===== src/rtl/core/bounded_deque_with_search_unit_assert.svh =====
// assertion macros for the bounded deque with search unit
`ifndef BOUNDED_DEQUE_WITH_SEARCH_UNIT_ASSERT_SVH
`define BOUNDED_DEQUE_WITH_SEARCH_UNIT_ASSERT_SVH

// same-cycle implication, sampled on clk, off during reset
`define BDQS_ASSERT_NOW(label, ante, cons) \
	label: assert property (@(posedge clk) disable iff (!arst_n) (ante) |-> (cons)) \
		else $error("deque assertion failed");

// next-cycle implication, sampled on clk, off during reset
`define BDQS_ASSERT_NEXT(label, ante, cons) \
	label: assert property (@(posedge clk) disable iff (!arst_n) (ante) |=> (cons)) \
		else $error("deque assertion failed");

`endif


===== src/rtl/core/bdqs_pkg.sv =====
// shared constants, codes and item types of the deque unit
`timescale 1ns / 1ps

package bdqs_pkg;

	localparam int unsigned DQ_CAPACITY = 64;
	localparam int unsigned IDX_W = (DQ_CAPACITY > 1) ? $clog2(DQ_CAPACITY) : 1;
	localparam int unsigned CNT_W = $clog2(DQ_CAPACITY + 1);

	localparam logic [2:0] OP_PUSH_FRONT = 3'd0;
	localparam logic [2:0] OP_PUSH_BACK  = 3'd1;
	localparam logic [2:0] OP_POP_FRONT  = 3'd2;
	localparam logic [2:0] OP_POP_BACK   = 3'd3;
	localparam logic [2:0] OP_SEARCH     = 3'd4;
	localparam logic [2:0] OP_CLEAR      = 3'd5;

	localparam logic [1:0] ST_OK    = 2'd0;
	localparam logic [1:0] ST_EMPTY = 2'd1;
	localparam logic [1:0] ST_FULL  = 2'd2;

	typedef struct packed {
		logic [2:0]         operation;
		logic signed [31:0] value;
	} bdqs_in_t;

	typedef struct packed {
		logic [1:0]       status;
		logic             found;
		logic [CNT_W-1:0] occupancy;
		logic             is_empty;
	} bdqs_out_t;

	// controller to datapath
	typedef struct packed {
		logic capture;
		logic exec;
		logic scan_start;
		logic scan_step;
		logic scan_end;
		logic publish;
	} bdqs_cmd_t;

	// datapath to controller
	typedef struct packed {
		logic is_search;
		logic cnt_zero;
		logic scan_last;
		logic out_free;
	} bdqs_sts_t;

endpackage


===== src/rtl/core/bdqs_ctrl.sv =====
// controller state machine of the deque unit
`timescale 1ns / 1ps

module bdqs_ctrl
	import bdqs_pkg::*;
(
	input  logic      clk,
	input  logic      arst_n,
	input  logic      in_valid,
	output logic      in_stall,
	input  bdqs_sts_t sts,
	output bdqs_cmd_t cmd
);

	typedef enum logic [3:0] {
		S_IDLE   = 4'b0001,
		S_EXEC   = 4'b0010,
		S_SCAN   = 4'b0100,
		S_FINISH = 4'b1000
	} state_t;

	state_t state_q, state_d;

	assign in_stall = (state_q != S_IDLE);

	always_comb begin
		cmd.capture    = (state_q == S_IDLE) && in_valid;
		cmd.exec       = (state_q == S_EXEC);
		cmd.scan_start = (state_q == S_EXEC) && sts.is_search && !sts.cnt_zero;
		cmd.scan_step  = (state_q == S_SCAN) && !sts.scan_last;
		cmd.scan_end   = (state_q == S_SCAN) && sts.scan_last;
		cmd.publish    = (state_q == S_FINISH) && sts.out_free;
	end

	always_comb begin
		state_d = state_q;
		unique case (state_q)
			S_IDLE: begin
				if (in_valid) state_d = S_EXEC;
			end
			S_EXEC: begin
				if (sts.is_search && !sts.cnt_zero) state_d = S_SCAN;
				else state_d = S_FINISH;
			end
			S_SCAN: begin
				if (sts.scan_last) state_d = S_FINISH;
			end
			S_FINISH: begin
				if (sts.out_free) state_d = S_IDLE;
			end
			default: begin
				state_d = S_IDLE;
			end
		endcase
	end

	always_ff @(posedge clk or negedge arst_n) begin
		if (!arst_n) state_q <= S_IDLE;
		else state_q <= state_d;
	end

endmodule


===== src/rtl/core/bdqs_dp.sv =====
// datapath of the deque unit: entry memory, pointers, scan and result register
`timescale 1ns / 1ps

module bdqs_dp
	import bdqs_pkg::*;
(
	input  logic      clk,
	input  logic      arst_n,
	input  bdqs_in_t  in_item,
	input  bdqs_cmd_t cmd,
	output bdqs_sts_t sts,
	output logic      out_valid,
	input  logic      out_stall,
	output bdqs_out_t out_item
);

	function automatic logic [IDX_W-1:0] idx_inc(input logic [IDX_W-1:0] x);
		if (x == IDX_W'(DQ_CAPACITY - 1)) return '0;
		return x + 1'b1;
	endfunction

	function automatic logic [IDX_W-1:0] idx_dec(input logic [IDX_W-1:0] x);
		if (x == '0) return IDX_W'(DQ_CAPACITY - 1);
		return x - 1'b1;
	endfunction

	logic signed [31:0] mem [DQ_CAPACITY];

	logic [2:0]         op_q;
	logic signed [31:0] value_q;
	logic [IDX_W-1:0]   front_q, front_d;
	logic [CNT_W-1:0]   count_q, count_d;
	logic [1:0]         status_q, status_d;
	logic               found_q;
	logic               hit_q;
	logic [CNT_W-1:0]   k_q;
	logic [IDX_W-1:0]   rd_addr_q, rd_addr;
	logic signed [31:0] rd_data_q;
	logic               out_valid_q;
	bdqs_out_t          out_q;

	logic               full, empty, match, rd_en, wr_en, mem_we;
	logic [IDX_W-1:0]   wr_addr, back_slot;
	logic [CNT_W:0]     back_sum;

	assign full  = (count_q == CNT_W'(DQ_CAPACITY));
	assign empty = (count_q == '0);
	assign match = (rd_data_q == value_q);

	// slot one past the back entry, wrapped
	assign back_sum  = {1'b0, CNT_W'(front_q)} + {1'b0, count_q};
	assign back_slot = (back_sum >= (CNT_W + 1)'(DQ_CAPACITY))
		? IDX_W'(back_sum - (CNT_W + 1)'(DQ_CAPACITY)) : IDX_W'(back_sum);

	always_comb begin
		wr_en    = 1'b0;
		wr_addr  = back_slot;
		front_d  = front_q;
		count_d  = count_q;
		status_d = ST_OK;
		unique case (op_q)
			OP_PUSH_FRONT: begin
				if (full) status_d = ST_FULL;
				else begin
					front_d = idx_dec(front_q);
					wr_addr = idx_dec(front_q);
					wr_en   = 1'b1;
					count_d = count_q + 1'b1;
				end
			end
			OP_PUSH_BACK: begin
				if (full) status_d = ST_FULL;
				else begin
					wr_en   = 1'b1;
					count_d = count_q + 1'b1;
				end
			end
			OP_POP_FRONT: begin
				if (empty) status_d = ST_EMPTY;
				else begin
					front_d = idx_inc(front_q);
					count_d = count_q - 1'b1;
				end
			end
			OP_POP_BACK: begin
				if (empty) status_d = ST_EMPTY;
				else count_d = count_q - 1'b1;
			end
			OP_CLEAR: begin
				front_d = '0;
				count_d = '0;
			end
			default: begin
			end
		endcase
	end

	assign mem_we  = cmd.exec && wr_en;
	assign rd_en   = cmd.scan_start || cmd.scan_step;
	assign rd_addr = cmd.scan_start ? front_q : idx_inc(rd_addr_q);

	always_ff @(posedge clk) begin
		if (mem_we) mem[wr_addr] <= value_q;
		if (rd_en) rd_data_q <= mem[rd_addr];
	end

	// payload registers
	always_ff @(posedge clk) begin
		if (cmd.capture) begin
			op_q    <= in_item.operation;
			value_q <= in_item.value;
		end
		if (rd_en) rd_addr_q <= rd_addr;
		if (cmd.exec) status_q <= status_d;
		if (cmd.scan_start) hit_q <= 1'b0;
		else if (cmd.scan_step) hit_q <= hit_q | match;
		if (cmd.scan_end) found_q <= hit_q | match;
		else if (cmd.exec) found_q <= 1'b0;
		if (cmd.publish) begin
			out_q.status    <= status_q;
			out_q.found     <= found_q;
			out_q.occupancy <= count_q;
			out_q.is_empty  <= empty;
		end
	end

	always_ff @(posedge clk or negedge arst_n) begin
		if (!arst_n) begin
			front_q     <= '0;
			count_q     <= '0;
			k_q         <= '0;
			out_valid_q <= 1'b0;
		end else begin
			if (cmd.exec) begin
				front_q <= front_d;
				count_q <= count_d;
			end
			if (cmd.scan_start) k_q <= CNT_W'(1);
			else if (cmd.scan_step) k_q <= k_q + 1'b1;
			if (cmd.publish) out_valid_q <= 1'b1;
			else if (!out_stall) out_valid_q <= 1'b0;
		end
	end

	always_comb begin
		sts.is_search = (op_q == OP_SEARCH);
		sts.cnt_zero  = empty;
		sts.scan_last = (k_q == count_q);
		sts.out_free  = !out_valid_q || !out_stall;
	end

	assign out_valid = out_valid_q;
	assign out_item  = out_q;

endmodule


===== src/rtl/core/bounded_deque_with_search_unit.sv =====
// top level of the bounded deque with search: handshake ports, controller and datapath
// push, pop, clear and unused codes: execute and finish states, then the output register
// a non-empty search also passes the scan state: one read per cycle of the entry memory
// one item in work at a time: a new item is taken only in the idle state
// reset clears front index, count, scan counter, controller state and output valid
// the entry memory is not cleared: only stored entries are ever read
`timescale 1ns / 1ps
`include "bounded_deque_with_search_unit_assert.svh"

module bounded_deque_with_search_unit
	import bdqs_pkg::*;
(
	input  logic      clk,
	input  logic      arst_n,
	input  logic      in_valid,
	output logic      in_stall,
	input  bdqs_in_t  in_item,
	output logic      out_valid,
	input  logic      out_stall,
	output bdqs_out_t out_item
);

	// command and status groups between controller and datapath
	bdqs_cmd_t cmd;
	bdqs_sts_t sts;

	// controller: idle, execute, scan, finish
	// execute applies the push/pop/clear update;
	// a search walks the stored entries from the front, one read per cycle
	bdqs_ctrl u_ctrl (
		.clk      (clk),
		.arst_n   (arst_n),
		.in_valid (in_valid),
		.in_stall (in_stall),
		.sts      (sts),
		.cmd      (cmd)
	);

	// datapath: circular entry memory with front index and count,
	// registered read and compare for the scan, output register for the result item
	bdqs_dp u_dp (
		.clk       (clk),
		.arst_n    (arst_n),
		.in_item   (in_item),
		.cmd       (cmd),
		.sts       (sts),
		.out_valid (out_valid),
		.out_stall (out_stall),
		.out_item  (out_item)
	);

	// occupancy never goes past the capacity
	`BDQS_ASSERT_NOW(a_occ_bound, out_valid, out_item.occupancy <= CNT_W'(DQ_CAPACITY))

	// empty flag agrees with occupancy
	`BDQS_ASSERT_NOW(a_empty_flag, out_valid, out_item.is_empty == (out_item.occupancy == '0))

	// a hit is only reported with ok status
	`BDQS_ASSERT_NOW(a_found_ok, out_valid && out_item.found, out_item.status == ST_OK)

	// an accepted item keeps the input side stalled while it is worked on
	`BDQS_ASSERT_NEXT(a_busy_after_accept, in_valid && !in_stall, in_stall)

endmodule

===== config.mk =====
export PLATFORM = sky130hd
export DESIGN_NAME = bounded_deque_with_search_unit
export DESIGN_NICKNAME = d
export VERILOG_FILES = /design/src/rtl/core/bdqs_pkg.sv /design/src/rtl/core/bdqs_ctrl.sv /design/src/rtl/core/bdqs_dp.sv /design/src/rtl/core/bounded_deque_with_search_unit.sv
export VERILOG_INCLUDE_DIRS = /design/src /design/src/rtl/core
export SDC_FILE = /design/constraint.sdc
export NUM_CORES = 2
export LEC_CHECK = 0
export ABC_CLOCK_PERIOD_IN_PS = 5700
export BUFFER_PORTS_ARGS = -buffer_cell sky130_fd_sc_hd__buf_2
export CAP_MARGIN = 20
export CORE_AREA = 8 8 540 542
export DETAILED_ROUTE_END_ITERATION = 8
export DIE_AREA = 0 0 548 550
export GPL_TIMING_DRIVEN = 0
export SLEW_MARGIN = 0
export SYNTH_ARGS = -nofsm -noshare
export SYNTH_HDL_FRONTEND = slang
export SYNTH_SLANG_ARGS = --single-unit

===== constraint.sdc =====
create_clock -name clk -period 5.7 [get_ports clk]
set_clock_uncertainty 0.1 [all_clocks]
set_input_delay 0.57 -clock clk [delete_from_list [all_inputs] [get_ports clk]]
set_output_delay 0.57 -clock clk [all_outputs]
set_load 0.005 [all_outputs]

==> summary.txt <==
Status
  – Run status: finished with violations
  – Failing checks: negative setup slack

Floorplanning
  – Die area: 301000 um2
  – Die extent in y: 550 um
  – Core area: 283000 um2
  – Die Wd: 548 um
  – FP Rows: 196
  – Initial core utilization: 29.8%
  – Num ports: 52

STA
  – Max Slew Vio Count: 0
  – Final Cycle Share: 100%
  – Max Clk Rate: 0.175 GHz
  – RSZ-0062 raised after global routing: no
  – Min setup slack post-route: -0.0275 ns
  – WHS: 0.217 ns
  – Setup violations, final: 1
  – Final Hold Fails: 0
  – Final period demand of the worst path: 5.73 ns
  – Max-Slew Margin vs Limit: 18.9%
  – Final setup TNS: -0.0275 ns
  – Least-Margin Pin Slew: 1.21 ns

Critical path
  – Critical Path Slowest Stage Cell: a211oi_1
  – Crit path cell chain: or4_4 > o211ai_2 > a21o_1 > clkbuf_4 > clkbuf_2 > clkbuf_1 > a31oi_1 > a211oi_1 > nand4_1
  – WP buf/inv: 3
  – Slowest cell delay on critical path: 0.88 ns
  – CP startpoint kind: register
  – Worst Setup End Kind: register
  – WS Path Type: register to register
  – CP Max Fanout: 11
  – Worst path top cell family by delay: compound AO/OA/AOI/OAI gates
  – Worst r2r src: u_dp.count_q[0]$_DFFE_PN0P_
  – Worst Path Arrival: 6.20 ns
  – CP Launch Point: u_dp.count_q[0]$_DFFE_PN0P_
  – Worst path required time: 6.18 ns

Finish
  – Final net count: 5323
  – Area of the multi-input gates: 19200 um2
  – Share of layout cells above drive strength 1: 18.6%
  – Register area: 64800 um2
  – Area Overhead vs Synth: 19.8%
  – Filler instances: 26176

Global routing
  – Vias in the first global route: 46589
  – Tot GR Track Use: 15.8%
  – First-pass GRT wire length: 346000 um
  – Largest net degree at the start of global routing: 40
  – GRT overflow: 0
  – Initial antenna violation count: 13

Synth
  – Synth top area cells: edfxtp_1 76%, mux2i_1 5.0%, mux4_2 3.9%, nand2_1 2.1%, mux2_2 1.7%
  – Fraction of registers with async set/reset: 1.16%
  – Main combinational cell family by area after synthesis: multiplexers
  – Avg Inst Size Synth: 17.6 um2
  – Mux contribution to synthesized area: 10.6%
  – Complex-gate fraction of the synthesized area: 5.56%
  – Top_reg_cell synth: edfxtp_1
  – EDFF count, synth: 2135
  – Post-synth cell types: 73
  – Post-Synthesis Cells: 4794
  – Post-synthesis adder-cell area fraction: 0.270%
  – Synthesized area: 84500 um2
  – Syn nets: 4850
  – Synth Register Bits: 2161
  – Synth Area in Simple Gates: 4.74%
  – Post-synthesis sequential area ratio: 76.7%
  – Cell taking the most area after synthesis: edfxtp_1
  – Share of the synthesized area in the top cell type: 75.9%
  – Yosys warnings: 0
  – Xor and xnor area share after synthesis: 0.591%

Power and ir drop
  – Tot Pwr: 37.8 mW
  – Leak Pwr: 33.0 nW
  – VDD IR max: 0.306 mV
  – PwrDens: 374 nW/um2

Route
  – Via count: 48162
  – DRC violation count after routing: 0
  – DRT Wirelength: 247000 um
  – Initial drt markers: 6463
  – Routed Antenna Nets: 0
  – DR pass1 iterations: 6
  – Routed length per placed instance: 26.8 um
  – Via density: 5.23

Clock tree
  – Sink Count: 2161
  – CTS Buf Count: 211
  – # H-tree levels: 4
  – Clock buffer depth: 3
  – Clock tree from TritonCTS: built
  – Clk slew on worst S/H paths: 0.07 ns
  – Clock root buffer: clkbuf_16
  – Clock Latency Late Sink: 0.87 ns

Flow run
  – Total of max-cap violations: 0

Worst hold path
  – Hold/Removal Path Class: input pin to asynchronous set/reset pin

Place
  – Gpl congestion: 0.883
  – Hpwl dp: 173000 um
  – # port buffers: 51
## flip-flops by register name (all words and copies together) (netlist names)
register,cells
u_ctrl.state_q,4
u_dp.count_q,7
u_dp.found_q,1
u_dp.front_q,6
u_dp.hit_q,1
u_dp.k_q,7
u_dp.mem,2048
u_dp.op_q,3
u_dp.out_item,11
u_dp.out_valid,1
u_dp.rd_addr_q,6
u_dp.rd_data_q,32
u_dp.status_q,2
u_dp.value_q,32
## report_power, final
part | leakage, nW | internal (mW) | switching (mW) | total, mW
clock | 3.25 | 7.44 | 6.05 | 13.5
sequential | 19.5 | 18.4 | 0.382 | 18.8
combinational | 10.2 | 1.71 | 3.80 | 5.51
## stage by stage
stage | cells | util (%) | setup slack, ns | area (um2)
after floorplan | 4794 | - | 1.32 | 84500
after global placement | 8607 | 31.6 | -2.45 | 89400
after detailed placement | 8771 | 33.1 | -1.29 | 93800
after CTS | 9199 | 35.7 | 0.0266 | 101000
after global routing | 9207 | 35.7 | 0.0621 | 101000
final | 9211 | 35.7 | -0.0275 | 101000
## cell families (layout without fill, tap and decap cells)
logic type / count (synthesis) / in the layout
XOR/XNOR: 57 / 57
multiplexers: 698 / 698
flip-flops: 2161 / 2161
adder cells (fa/ha/maj): 17 / 17
buffers and inverters: 298 / 948
AND/OR/NAND/NOR: 860 / 860
other: 0 / 5
AO/OA/AOI/OAI: 703 / 703
## routing by layer
layer	share of wire (%)	vias to the layer above	GRT usage [%]
met2	44	2540	23.6
met3	10	337	3.57
met5	0	-	0
li1	-	20230	-
met4	3.7	0	5.71
met1	42	25055	22.5
## cells in the mapped netlist, drive strengths merged (4+ instances only)
library cell / instances
nor2b: 4
clkbuf: 152
nor2: 104
a221oi: 63
nor4: 78
xor2: 46
dfrtp: 24
nand3: 13
or3: 32
a211oi: 59
nand2b: 8
o31ai: 8
nor3: 14
and3: 10
nand2: 481
inv: 15
o21ai: 52
mux2: 134
a21o: 7
a211o: 28
o211ai: 4
or4: 6
o221ai: 60
ha: 15
and2: 6
a31oi: 31
edfxtp: 2135
nand4: 63
mux2i: 419
mux4: 145
or2: 5
a21oi: 202
xnor2: 11
buf: 130
o22ai: 135
o22a: 30
and3b: 28
## final cells by class
class	instances	area share, %
diodes	5	0.0124
inverters	16	0.0606
well taps	3762	4.65
clock buffers	265	5.45
repair buffers	260	4.46
flip-flops and latches	2161	64.0
plain buffers	282	1.27
clock inverters	125	1.14
multi-input cells	2335	18.9
## final timing paths
kind                                                      to  cells past startpoint  slack, ns
worst max-delay path            u_dp.rd_data_q[28]$_DFFE_PP_                      9      -0.03
worst min-delay path             u_dp.count_q[6]$_DFFE_PN0P_                      2       0.22
worst max register to register  u_dp.rd_data_q[28]$_DFFE_PP_                      9      -0.03
worst min register to register    u_dp.out_item[9]$_DFFE_PP_                      0       0.32
max in group asynchronous            u_dp.k_q[0]$_DFFE_PN0P_                      2       4.86
min in group clk                  u_dp.value_q[10]$_DFFE_PP_                      2       0.31
## timing repair
action,4_1_cts,5_1_grt
hold buffers,38,0
pin swaps,0,1
resized for setup,33,27
setup buffers,0,4
cloned,0,0
setup endpoints to repair,31,26
hold endpoints to repair,62,0
## layout by cell type, fill, tap and decap left out, types with 13 or more instances in the layout
cell / n
buf_2: 135
nand4_1: 63
a221oi_1: 61
nor2_1: 40
ha_1: 15
a31oi_1: 31
o221ai_1: 60
mux2_2: 130
dlygate4sd3_1: 38
mux4_2: 145
a21oi_1: 202
clkinv_2: 39
dfrtp_1: 24
nand3_1: 13
a211o_1: 28
buf_1: 29
clkbuf_16: 212
buf_16: 96
nor4_1: 67
nor3_1: 13
o22a_1: 30
and3b_1: 28
o21ai_0: 52
o22ai_1: 135
buf_6: 14
or3_1: 32
buf_12: 43
clkinv_1: 55
xor2_1: 46
edfxtp_1: 2135
nand2_1: 477
a211oi_1: 40
nor2_4: 64
clkbuf_1: 193
buf_4: 19
mux2i_1: 417
buf_8: 15
(Power assumes the default switching activity.)
